## config.mk

```make
export PLATFORM = sky130hd
export DESIGN_NAME = split_path_tcp_dest_rewriter_unit
export DESIGN_NICKNAME = d
export VERILOG_FILES = /design/src/hdl/sptdr_pkg.sv /design/src/hdl/split_path_tcp_dest_rewriter_unit.sv /design/src/hdl/sptdr_ram.sv /design/src/hdl/sptdr_cksum.sv
export SDC_FILE = /design/constraint.sdc
export NUM_CORES = 2
export LEC_CHECK = 0
export BUFFER_PORTS_ARGS = -buffer_cell sky130_fd_sc_hd__buf_2
export CAP_MARGIN = 10
export CORE_MARGIN = 2
export CORE_UTILIZATION = 30
export CTS_CLUSTER_SIZE = 25
export DETAILED_ROUTE_END_ITERATION = 7
export SKIP_LAST_GASP = 1
export SLEW_MARGIN = 15
export SYNTH_ARGS = -nofsm -noshare
export SYNTH_HDL_FRONTEND = slang
export SYNTH_MEMORY_MAX_BITS = 65536
export SYNTH_SLANG_ARGS = --single-unit
```

## constraint.sdc

```tcl
create_clock -name i_clk -period 19.56 [get_ports i_clk]
set_input_delay 1.956 -clock i_clk [delete_from_list [all_inputs] [get_ports i_clk]]
set_output_delay 1.956 -clock i_clk [all_outputs]
set_load 0.01 [all_outputs]
```

## src/hdl/sptdr_pkg.sv

```systemverilog
// Shared types and codes for the split-path TCP destination rewriter.
package sptdr_pkg;

    localparam logic [2:0] ACT_SEND       = 3'd0;
    localparam logic [2:0] ACT_RECV       = 3'd1;
    localparam logic [2:0] ACT_APPEND_SND = 3'd2;
    localparam logic [2:0] ACT_APPEND_RCV = 3'd3;
    localparam logic [2:0] ACT_FLUSH_SND  = 3'd4;
    localparam logic [2:0] ACT_FLUSH_RCV  = 3'd5;

    localparam int unsigned PAIR_W = 48;
    localparam logic [15:0] TCP_PROTO = 16'd6;

    // Operand set for one checksum/pseudo-sum job.
    typedef struct packed {
        logic [31:0] src;
        logic [31:0] old_dst;
        logic [31:0] new_dst;
        logic [15:0] seg_len;
        logic [15:0] old_ck;
    } t_ck_req;

    typedef struct packed {
        logic [15:0] ip_ck;
        logic [15:0] pseudo;
    } t_ck_res;

endpackage

```

## src/hdl/split_path_tcp_dest_rewriter_unit.sv

```systemverilog
// Top level: rule tables, first-match search sequencer and result register.
//
// One beat is accepted at a time. A packet beat scans the selected table one
// rule per cycle behind the registered RAM read, stopping at the first hit,
// so the scan checks at most count rules, up to RULES. A rewrite then runs the
// shared ones-complement adder over eleven terms, driven by the start pulse
// and ending with the done flag. Appends and flushes skip the scan and go
// straight to the output state. The rule scan and the serial adder set the
// rate. The output register holds the result until taken; no new beat is
// accepted before it leaves.
module split_path_tcp_dest_rewriter_unit import sptdr_pkg::*; #(
    parameter int RULES = 16
) (
    input  logic        i_clk,
    input  logic        i_rst_n,
    input  logic        i_valid,
    output logic        o_stall,
    input  logic [2:0]  i_action,
    input  logic [31:0] i_pri_addr,
    input  logic [15:0] i_pri_port,
    input  logic [31:0] i_sec_addr,
    input  logic [15:0] i_sec_port,
    input  logic [63:0] i_pattern,
    input  logic [31:0] i_src_addr,
    input  logic [31:0] i_dst_addr,
    input  logic [15:0] i_dst_port,
    input  logic [15:0] i_segment_len,
    input  logic [15:0] i_old_ip_checksum,
    output logic        o_valid,
    input  logic        i_stall,
    output logic        o_rewritten,
    output logic [31:0] o_new_dst_addr,
    output logic [15:0] o_new_dst_port,
    output logic [15:0] o_new_ip_checksum,
    output logic [15:0] o_pseudo_sum,
    output logic [0:0]  o_status
);

    localparam int IW = (RULES > 1) ? $clog2(RULES) : 1;
    localparam int CW = $clog2(RULES + 1);
    localparam int RD = (RULES > 1) ? RULES : 2;
    localparam logic [CW-1:0] FULL = CW'(RULES);

    localparam logic [2:0] S_IDLE = 3'd0;
    localparam logic [2:0] S_SCAN = 3'd1;
    localparam logic [2:0] S_CHK  = 3'd2;
    localparam logic [2:0] S_CK   = 3'd3;
    localparam logic [2:0] S_OUT  = 3'd4;

    logic [2:0]        r_state, n_state;
    logic [CW-1:0]     r_scnt, r_rcnt;
    logic [CW-1:0]     r_idx;
    logic [RULES-1:0]  r_pos_ok;          // position valid (else reads zero)
    logic [5:0]        r_pos [RULES];
    logic [2:0]        r_act;
    logic [47:0]       r_pkt;
    logic [31:0]       r_src;
    logic [15:0]       r_seg, r_ock;
    logic              r_ovalid;
    logic              r_rew;
    logic [31:0]       r_ndst;
    logic [15:0]       r_nport, r_nck, r_ps;
    logic              r_stat;
    logic              r_ck_start;

    // table memories
    logic              w_swe, w_rwe;
    logic [IW-1:0]     w_swa, w_rwa, w_ra;
    logic [PAIR_W-1:0] w_sp, w_ss, w_rp, w_rs;
    logic [63:0]       w_pat;

    assign w_swe = (r_state == S_IDLE) && i_valid && !o_stall
                   && (i_action == ACT_APPEND_SND) && (r_scnt < FULL);
    assign w_rwe = (r_state == S_IDLE) && i_valid && !o_stall
                   && (i_action == ACT_APPEND_RCV) && (r_rcnt < FULL);
    assign w_swa = r_scnt[IW-1:0];
    assign w_rwa = r_rcnt[IW-1:0];
    assign w_ra  = r_idx[IW-1:0];

    sptdr_ram #(.WIDTH(PAIR_W), .DEPTH(RD)) u_sp (.i_clk, .i_we(w_swe), .i_waddr(w_swa),
        .i_wdata({i_pri_addr, i_pri_port}), .i_raddr(w_ra), .o_rdata(w_sp));
    sptdr_ram #(.WIDTH(PAIR_W), .DEPTH(RD)) u_ss (.i_clk, .i_we(w_swe), .i_waddr(w_swa),
        .i_wdata({i_sec_addr, i_sec_port}), .i_raddr(w_ra), .o_rdata(w_ss));
    sptdr_ram #(.WIDTH(64), .DEPTH(RD)) u_pat (.i_clk, .i_we(w_swe), .i_waddr(w_swa),
        .i_wdata(i_pattern), .i_raddr(w_ra), .o_rdata(w_pat));
    sptdr_ram #(.WIDTH(PAIR_W), .DEPTH(RD)) u_rp (.i_clk, .i_we(w_rwe), .i_waddr(w_rwa),
        .i_wdata({i_pri_addr, i_pri_port}), .i_raddr(w_ra), .o_rdata(w_rp));
    sptdr_ram #(.WIDTH(PAIR_W), .DEPTH(RD)) u_rs (.i_clk, .i_we(w_rwe), .i_waddr(w_rwa),
        .i_wdata({i_sec_addr, i_sec_port}), .i_raddr(w_ra), .o_rdata(w_rs));

    // checksum unit
    t_ck_req w_req;
    t_ck_res w_res;
    logic    w_ck_done;

    assign w_req.src     = r_src;
    assign w_req.old_dst = r_pkt[47:16];
    assign w_req.new_dst = r_ndst;
    assign w_req.seg_len = r_seg;
    assign w_req.old_ck  = r_ock;

    sptdr_cksum u_ck (.i_clk, .i_rst_n, .i_start(r_ck_start), .i_req(w_req),
        .o_done(w_ck_done), .o_res(w_res));

    assign o_stall = (r_state != S_IDLE) || r_ovalid;

    // candidate compare on the registered read (index r_idx-1 was read)
    logic [IW-1:0] w_hidx;
    logic [CW-1:0] w_cnt;
    logic          w_hit;
    logic [5:0]    w_pos;
    logic          w_bit;

    assign w_hidx = w_ra - IW'(1);
    assign w_cnt  = (r_act == ACT_SEND) ? r_scnt : r_rcnt;
    assign w_hit  = (r_act == ACT_SEND) ? (w_sp == r_pkt) : (w_rs == r_pkt);
    assign w_pos  = r_pos_ok[w_hidx] ? r_pos[w_hidx] : 6'd0;
    assign w_bit  = w_pat[w_pos];

    always_comb begin
        n_state = r_state;
        case (r_state)
            S_IDLE: if (i_valid && !o_stall) begin
                n_state = ((i_action == ACT_SEND) || (i_action == ACT_RECV))
                          ? S_SCAN : S_OUT;
            end
            S_SCAN: n_state = (w_cnt == '0) ? S_OUT : S_CHK;
            S_CHK: begin
                if (w_hit) begin
                    n_state = ((r_act == ACT_RECV) || w_bit) ? S_CK : S_OUT;
                end else if (r_idx == w_cnt) begin
                    n_state = S_OUT;
                end
            end
            S_CK:    if (w_ck_done) n_state = S_OUT;
            S_OUT:   n_state = S_IDLE;
            default: n_state = S_IDLE;
        endcase
    end

    always_ff @(posedge i_clk) begin
        if (!i_rst_n) begin
            r_state  <= S_IDLE;
            r_scnt   <= '0;
            r_rcnt   <= '0;
            r_pos_ok <= '0;
            r_ovalid <= 1'b0;
            r_ck_start <= 1'b0;
        end else begin
            r_state <= n_state;
            // start the adder in the cycle after a hit that rewrites
            r_ck_start <= (r_state == S_CHK) && w_hit && ((r_act == ACT_RECV) || w_bit);
            if (r_ovalid && !i_stall) r_ovalid <= 1'b0;
            case (r_state)
                S_IDLE: if (i_valid && !o_stall) begin
                    r_act <= i_action;
                    r_pkt <= {i_dst_addr, i_dst_port};
                    r_src <= i_src_addr;
                    r_seg <= i_segment_len;
                    r_ock <= i_old_ip_checksum;
                    r_idx <= '0;
                    r_rew <= 1'b0;
                    r_stat <= 1'b0;
                    case (i_action)
                        ACT_APPEND_SND: begin
                            if (r_scnt < FULL) begin
                                r_pos_ok[w_swa] <= 1'b1;
                                r_pos[w_swa]    <= 6'd0;
                                r_scnt          <= r_scnt + CW'(1);
                            end else begin
                                r_stat <= 1'b1;
                            end
                        end
                        ACT_APPEND_RCV: begin
                            if (r_rcnt < FULL) r_rcnt <= r_rcnt + CW'(1);
                            else r_stat <= 1'b1;
                        end
                        ACT_FLUSH_SND: r_scnt <= '0;
                        ACT_FLUSH_RCV: r_rcnt <= '0;
                        default: ;
                    endcase
                end
                S_SCAN: r_idx <= r_idx + CW'(1);
                S_CHK: begin
                    if (w_hit) begin
                        if (r_act == ACT_SEND) begin
                            r_pos_ok[w_hidx] <= 1'b1;
                            r_pos[w_hidx]    <= w_pos + 6'd1;
                            r_ndst  <= w_ss[47:16];
                            r_nport <= w_ss[15:0];
                        end else begin
                            r_ndst  <= w_rp[47:16];
                            r_nport <= w_rp[15:0];
                        end
                        if ((r_act == ACT_RECV) || w_bit) begin
                            r_rew <= 1'b1;
                        end
                    end else if (r_idx != w_cnt) begin
                        r_idx <= r_idx + CW'(1);
                    end
                end
                S_CK: if (w_ck_done) begin
                    r_nck <= w_res.ip_ck;
                    r_ps  <= w_res.pseudo;
                end
                S_OUT: r_ovalid <= 1'b1;
                default: ;
            endcase
        end
    end

    assign o_valid           = r_ovalid;
    assign o_rewritten       = r_rew;
    assign o_new_dst_addr    = r_rew ? r_ndst  : r_pkt[47:16];
    assign o_new_dst_port    = r_rew ? r_nport : r_pkt[15:0];
    assign o_new_ip_checksum = r_rew ? r_nck   : r_ock;
    assign o_pseudo_sum      = r_rew ? r_ps    : 16'd0;
    assign o_status          = r_stat;

    a_cnt_bound: assert property (@(posedge i_clk) disable iff (!i_rst_n)
        (r_scnt <= FULL) && (r_rcnt <= FULL)) else $error("table count overflow");
    a_out_holds: assert property (@(posedge i_clk) disable iff (!i_rst_n)
        o_valid && i_stall |=> o_valid) else $error("result dropped under stall");
    a_ck_only_rew: assert property (@(posedge i_clk) disable iff (!i_rst_n)
        (r_state == S_CK) |-> r_rew) else $error("checksum run without rewrite");
    a_one_at_a_time: assert property (@(posedge i_clk) disable iff (!i_rst_n)
        o_valid |-> o_stall) else $error("accepting while result pending");

endmodule

```

## src/hdl/sptdr_ram.sv

```systemverilog
// Generic single-port-write, single-read RAM with registered read data.
module sptdr_ram #(
    parameter int WIDTH = 8,
    parameter int DEPTH = 16
) (
    input  logic                     i_clk,
    input  logic                     i_we,
    input  logic [$clog2(DEPTH)-1:0] i_waddr,
    input  logic [WIDTH-1:0]         i_wdata,
    input  logic [$clog2(DEPTH)-1:0] i_raddr,
    output logic [WIDTH-1:0]         o_rdata
);

    logic [WIDTH-1:0] r_mem [DEPTH];
    logic [WIDTH-1:0] r_rdata;

    always_ff @(posedge i_clk) begin
        if (i_we) begin
            r_mem[i_waddr] <= i_wdata;
        end
        r_rdata <= r_mem[i_raddr];
    end

    assign o_rdata = r_rdata;

endmodule

```

## src/hdl/sptdr_cksum.sv

```systemverilog
// Shared 16-bit ones-complement adder sequenced over checksum and pseudo-header terms.
module sptdr_cksum import sptdr_pkg::*; (
    input  logic    i_clk,
    input  logic    i_rst_n,
    input  logic    i_start,
    input  t_ck_req i_req,
    output logic    o_done,
    output t_ck_res o_res
);

    // step 0..4: checksum terms, 5..10: pseudo terms, then finish
    logic [3:0]  r_step, n_step;
    logic        r_busy, n_busy;
    logic        r_done, n_done;
    logic [15:0] r_acc, n_acc;
    logic [15:0] r_ck, n_ck;
    t_ck_req     r_req;
    logic [15:0] w_term;
    logic [16:0] w_sum;
    logic [15:0] w_fold;

    always_comb begin
        case (r_step)
            4'd0:    w_term = ~r_req.old_ck;
            4'd1:    w_term = ~r_req.old_dst[31:16];
            4'd2:    w_term = ~r_req.old_dst[15:0];
            4'd3:    w_term = r_req.new_dst[31:16];
            4'd4:    w_term = r_req.new_dst[15:0];
            4'd5:    w_term = r_req.src[31:16];
            4'd6:    w_term = r_req.src[15:0];
            4'd7:    w_term = r_req.new_dst[31:16];
            4'd8:    w_term = r_req.new_dst[15:0];
            4'd9:    w_term = TCP_PROTO;
            4'd10:   w_term = r_req.seg_len;
            default: w_term = 16'd0;
        endcase
    end

    // end-around carry add; acc starts at 0 so folding stays exact
    assign w_sum  = {1'b0, r_acc} + {1'b0, w_term};
    assign w_fold = w_sum[15:0] + {15'd0, w_sum[16]};

    always_comb begin
        n_step = r_step;
        n_busy = r_busy;
        n_acc  = r_acc;
        n_ck   = r_ck;
        n_done = 1'b0;
        if (i_start) begin
            n_busy = 1'b1;
            n_step = 4'd0;
            n_acc  = 16'd0;
        end else if (r_busy) begin
            n_acc  = w_fold;
            n_step = r_step + 4'd1;
            if (r_step == 4'd4) begin
                n_ck  = ~w_fold;
                n_acc = 16'd0;
            end
            if (r_step == 4'd10) begin
                n_busy = 1'b0;
                n_done = 1'b1;
            end
        end
    end

    always_ff @(posedge i_clk) begin
        if (!i_rst_n) begin
            r_busy <= 1'b0;
            r_done <= 1'b0;
            r_step <= 4'd0;
        end else begin
            r_busy <= n_busy;
            r_done <= n_done;
            r_step <= n_step;
        end
        r_acc <= n_acc;
        r_ck  <= n_ck;
        if (i_start) begin
            r_req <= i_req;
        end
    end

    assign o_done       = r_done;
    assign o_res.ip_ck  = r_ck;
    assign o_res.pseudo = r_acc;

    // done is one pulse after the last term
    a_done_pulse: assert property (@(posedge i_clk) disable iff (!i_rst_n)
        o_done |=> !o_done) else $error("cksum done not a single pulse");
    a_done_from_busy: assert property (@(posedge i_clk) disable iff (!i_rst_n)
        $rose(o_done) |-> $past(r_busy) && $past(r_step) == 4'd10)
        else $error("cksum done without final step");
    a_no_restart: assert property (@(posedge i_clk) disable iff (!i_rst_n)
        r_busy |-> !i_start) else $error("cksum restarted while busy");

endmodule

```

==> impl_metrics.tcl <==
set metrics [dict create \
    core-area_um2 601200 \
    max_slew_margin_pct 17.77 \
    design_area_um2 207800 \
    fillCellCount 55020 \
    path_clk_slew_ps 60 \
    insertion_delay_ps 1050 \
    muxShareOfSynthArea_pct 17.62 \
    synth_seq_cells 4847 \
    setup-tns-final_ps 0 \
    cts_sinks 4847 \
    violations "DRC" \
    fin_crit_ps 7518 \
    power.leakage_uw 0.06390 \
    start_util_pct 30.06 \
    track_usage_pct 15.65 \
    syn_to_final_growth_pct 14.98 \
    drive_gt1_share_pct 31.40 \
    synth_top_area_cell "edfxtp_1" \
    grt_pass1_wl_mm 682.5 \
    ios 363 \
    maxCapViolCount 0 \
    finalCritPeriodShare_pct 38.44 \
    cts_tree "built" \
    rrSetupSlack_ps 12040 \
    cts_made_buffers 451 \
    die_area_um2 608600 \
    synth_cells 7531 \
    ys.flop_type "edfxtp_1" \
    port_buffers 362 \
    nets 8471 \
    rsz0062_at_grt "no" \
    dieHeight_um 780.1 \
    dr.pass1.iters 8 \
    finalSetupViolCount 0 \
    overflow 0 \
    worst_pin_slew_ps 1233 \
    worstPathMaxFanout 38 \
    hp-class "flop to flop" \
    ctsHoldBuffers 0 \
    cts_root_buf "clkbuf_16" \
    synth_edf_count 4538 \
    power-per-cell-area_nw_per_um2 102.9 \
    skew_ps 154.8 \
    syn_area_um2 180700 \
    peakVddDrop_uv 80.38 \
    cts_htree_levels 5 \
    yosys.area_share.simple_pct 1.006 \
    yosys_warnings 0 \
    crit_arrival_ps 8150 \
    status "complete, but fails checks" \
    hp-start "r_src[14]" \
    area.sequential_um2 142500 \
    synth.distinct_cells 81 \
    cts_setup_buffers 0 \
    hold_viol 0 \
    post-route-util_pct 34.56 \
    grt_pass1_vias 84740 \
    synthAdderAreaFrac_pct 0.2534 \
    antenna_found_initial 161 \
    via_count 84920 \
    rows 285 \
    synthTopCellsByArea "edfxtp_1 (75%), mux4_2 (16%), dfxtp_1 (3.4%)" \
    synth_top_family_by_area "multiplexers" \
    crit_type "flop to flop" \
    viasPerCell 5.104 \
    avgRoutedWirePerCell_um 29.62 \
    routed_wl_mm 492.8 \
    worstRegToRegCells 14 \
    post_cts_resized 0 \
    synth_xor_area_share_pct 0.4750 \
    multi_input_area_um2 36910 \
    drtIter0Drc 10580 \
    synth_top_cell_area_share_pct 75.41 \
    dpl_cell_area_um2 192900 \
    synth_fp_nets 7846 \
    slew_viol_final 0 \
    async_flop_share_pct 0 \
    die_x_um 780.1 \
    timing.hold.ws_ps 379.0 \
    ant_nets 0 \
    start_kind "flop" \
    hpwl_mm 280.3 \
    timing.rr.start "r_act[2]" \
    synth_compound_area_share_pct 0.9126 \
    fmax_mhz 133.0 \
    drcViolationCount 9 \
    r2r-end "r_pos[11][5]" \
    whs_endpoint "u_ck.r_req[110]" \
    ys_seq_area_share_pct 78.83 \
    required_ps 20190 \
    worst_setup_path_end_kind "flop" \
    clk_path_buf_depth 4 \
    holdPathStages 0 \
    place.gp.congestion 0.8775 \
    grt_max_degree 169 \
    syn_area_per_cell_um2 24.00 \
]
[through the flow]
stage,power [uW],instances,setup WS [ps]
floorplan,12370,7531,9575
global placement,12840,15740,11980
global route,22000,16610,11820
finish,21380,16640,12040
CTS,21550,16590,12230
detailed placement,12860,15740,12300
[placed cells by master, fill, tap and decap left out, drive strengths merged, types with 11 or more instances in the layout]
master,count
nor3,27
nand2,58
and2,21
mux4,1308
o21ai,32
nand2b,11
o211ai,13
diode,44
nor4,19
xnor2,75
clkinv,172
inv,56
clkbuf,624
and3,30
a32o,13
a21oi,72
dfxtp,309
clkinvlp,15
mux2,121
nor2b,13
buf,535
mux2i,98
edfxtp,4538
xor2,23
nand3,27
a22oi,23
ha,35
nor2,138
bufinv,31
[cells in the mapped netlist (all sizes together), types with 3 or more instances]
master,count
nand4,9
a32o,13
nor2,138
a222oi,3
mux2i,98
a22oi,23
nand3,27
o2111ai,3
xnor2,75
nand2b,11
o21a,6
buf,112
mux4,1308
a31oi,6
o22ai,6
or2,7
o31ai,9
ha,35
and3,30
a221oi,3
nand2,58
a21o,9
or3,5
o21ai,32
nor4,19
mux2,121
and2,21
nor2b,13
and4,3
clkbuf,252
a32oi,8
dfxtp,309
inv,42
edfxtp,4538
a2111oi,6
nor3,27
o211ai,13
a211oi,4
o21bai,5
a21oi,72
xor2,23
[power by group]
group / switching (uW) / total [uW] / internal (uW)
logic: 618 / 1080 / 463
registers: 113 / 11600 / 11400
clock network: 3860 / 8750 / 4890
total: 4590 / 21400 / 16800
[layout make-up]
cell class,instances,area share (%)
sequential,4847,68.56
multi-input combinational,2276,17.77
clock buffer,623,6.014
tap,8036,4.839
timing repair buffer,536,1.585
clock inverter,230,1.100
inverter,44,0.08069
antenna,44,0.05299
[registers in the layout, indices dropped and copies added (netlist names), 32 cells and up]
register / count
u_pat.r_mem: 1024
u_rp.r_mem: 768
u_rs.r_mem: 768
u_sp.r_mem: 768
u_ss.r_mem: 768
u_ck.r_req: 128
r_pos: 96
u_pat.o_rdata: 64
r_pkt: 48
u_rp.o_rdata: 48
u_rs.o_rdata: 48
u_sp.o_rdata: 48
u_ss.o_rdata: 48
r_ndst: 32
r_src: 32
[worst max-delay path by stage]
stage,from,end,cells past startpoint
after floorplan,i_valid,u_rp.r_mem[1][0],6
after global placement,r_act[2],r_pos[7][2],14
after detailed placement,r_act[2],r_pos[14][4],12
after CTS,r_act[2],r_pos[9][2],12
after global routing,r_act[2],r_pos[11][2],14
final,r_act[2],r_pos[11][5],14
[worst max-delay path: stages (launching register included)]
cell	delay, ps
edfxtp_1	400
nor3_2	200
buf_4	730
buf_4	760
buf_4	670
mux2i_1	300
xnor2_1	90
nor4_1	490
nand4_1	230
nor3_2	730
buf_4	270
nand4_1	800
a21oi_1	480
a32oi_1	220
nor2_1	570
[cell families (layout without fill, tap and decap cells)]
family / after synthesis / count (layout)
mux: 1527 / 1527
other cells: 0 / 44
flops: 4847 / 4847
xor+xnor: 98 / 98
compound gates: 241 / 241
fa+ha+maj: 36 / 36
simple gates: 374 / 374
buf+inv: 408 / 1433
[layer usage]
metal	up-vias	track usage [%]	routed length (um)
li1	33440	-	-
met1	46420	21.53	200800
met2	4176	25.57	236700
met3	829	3.136	42100
met4	60	3.861	12850
met5	-	0	379
Note: power is estimated with default switching activity, not from simulation.
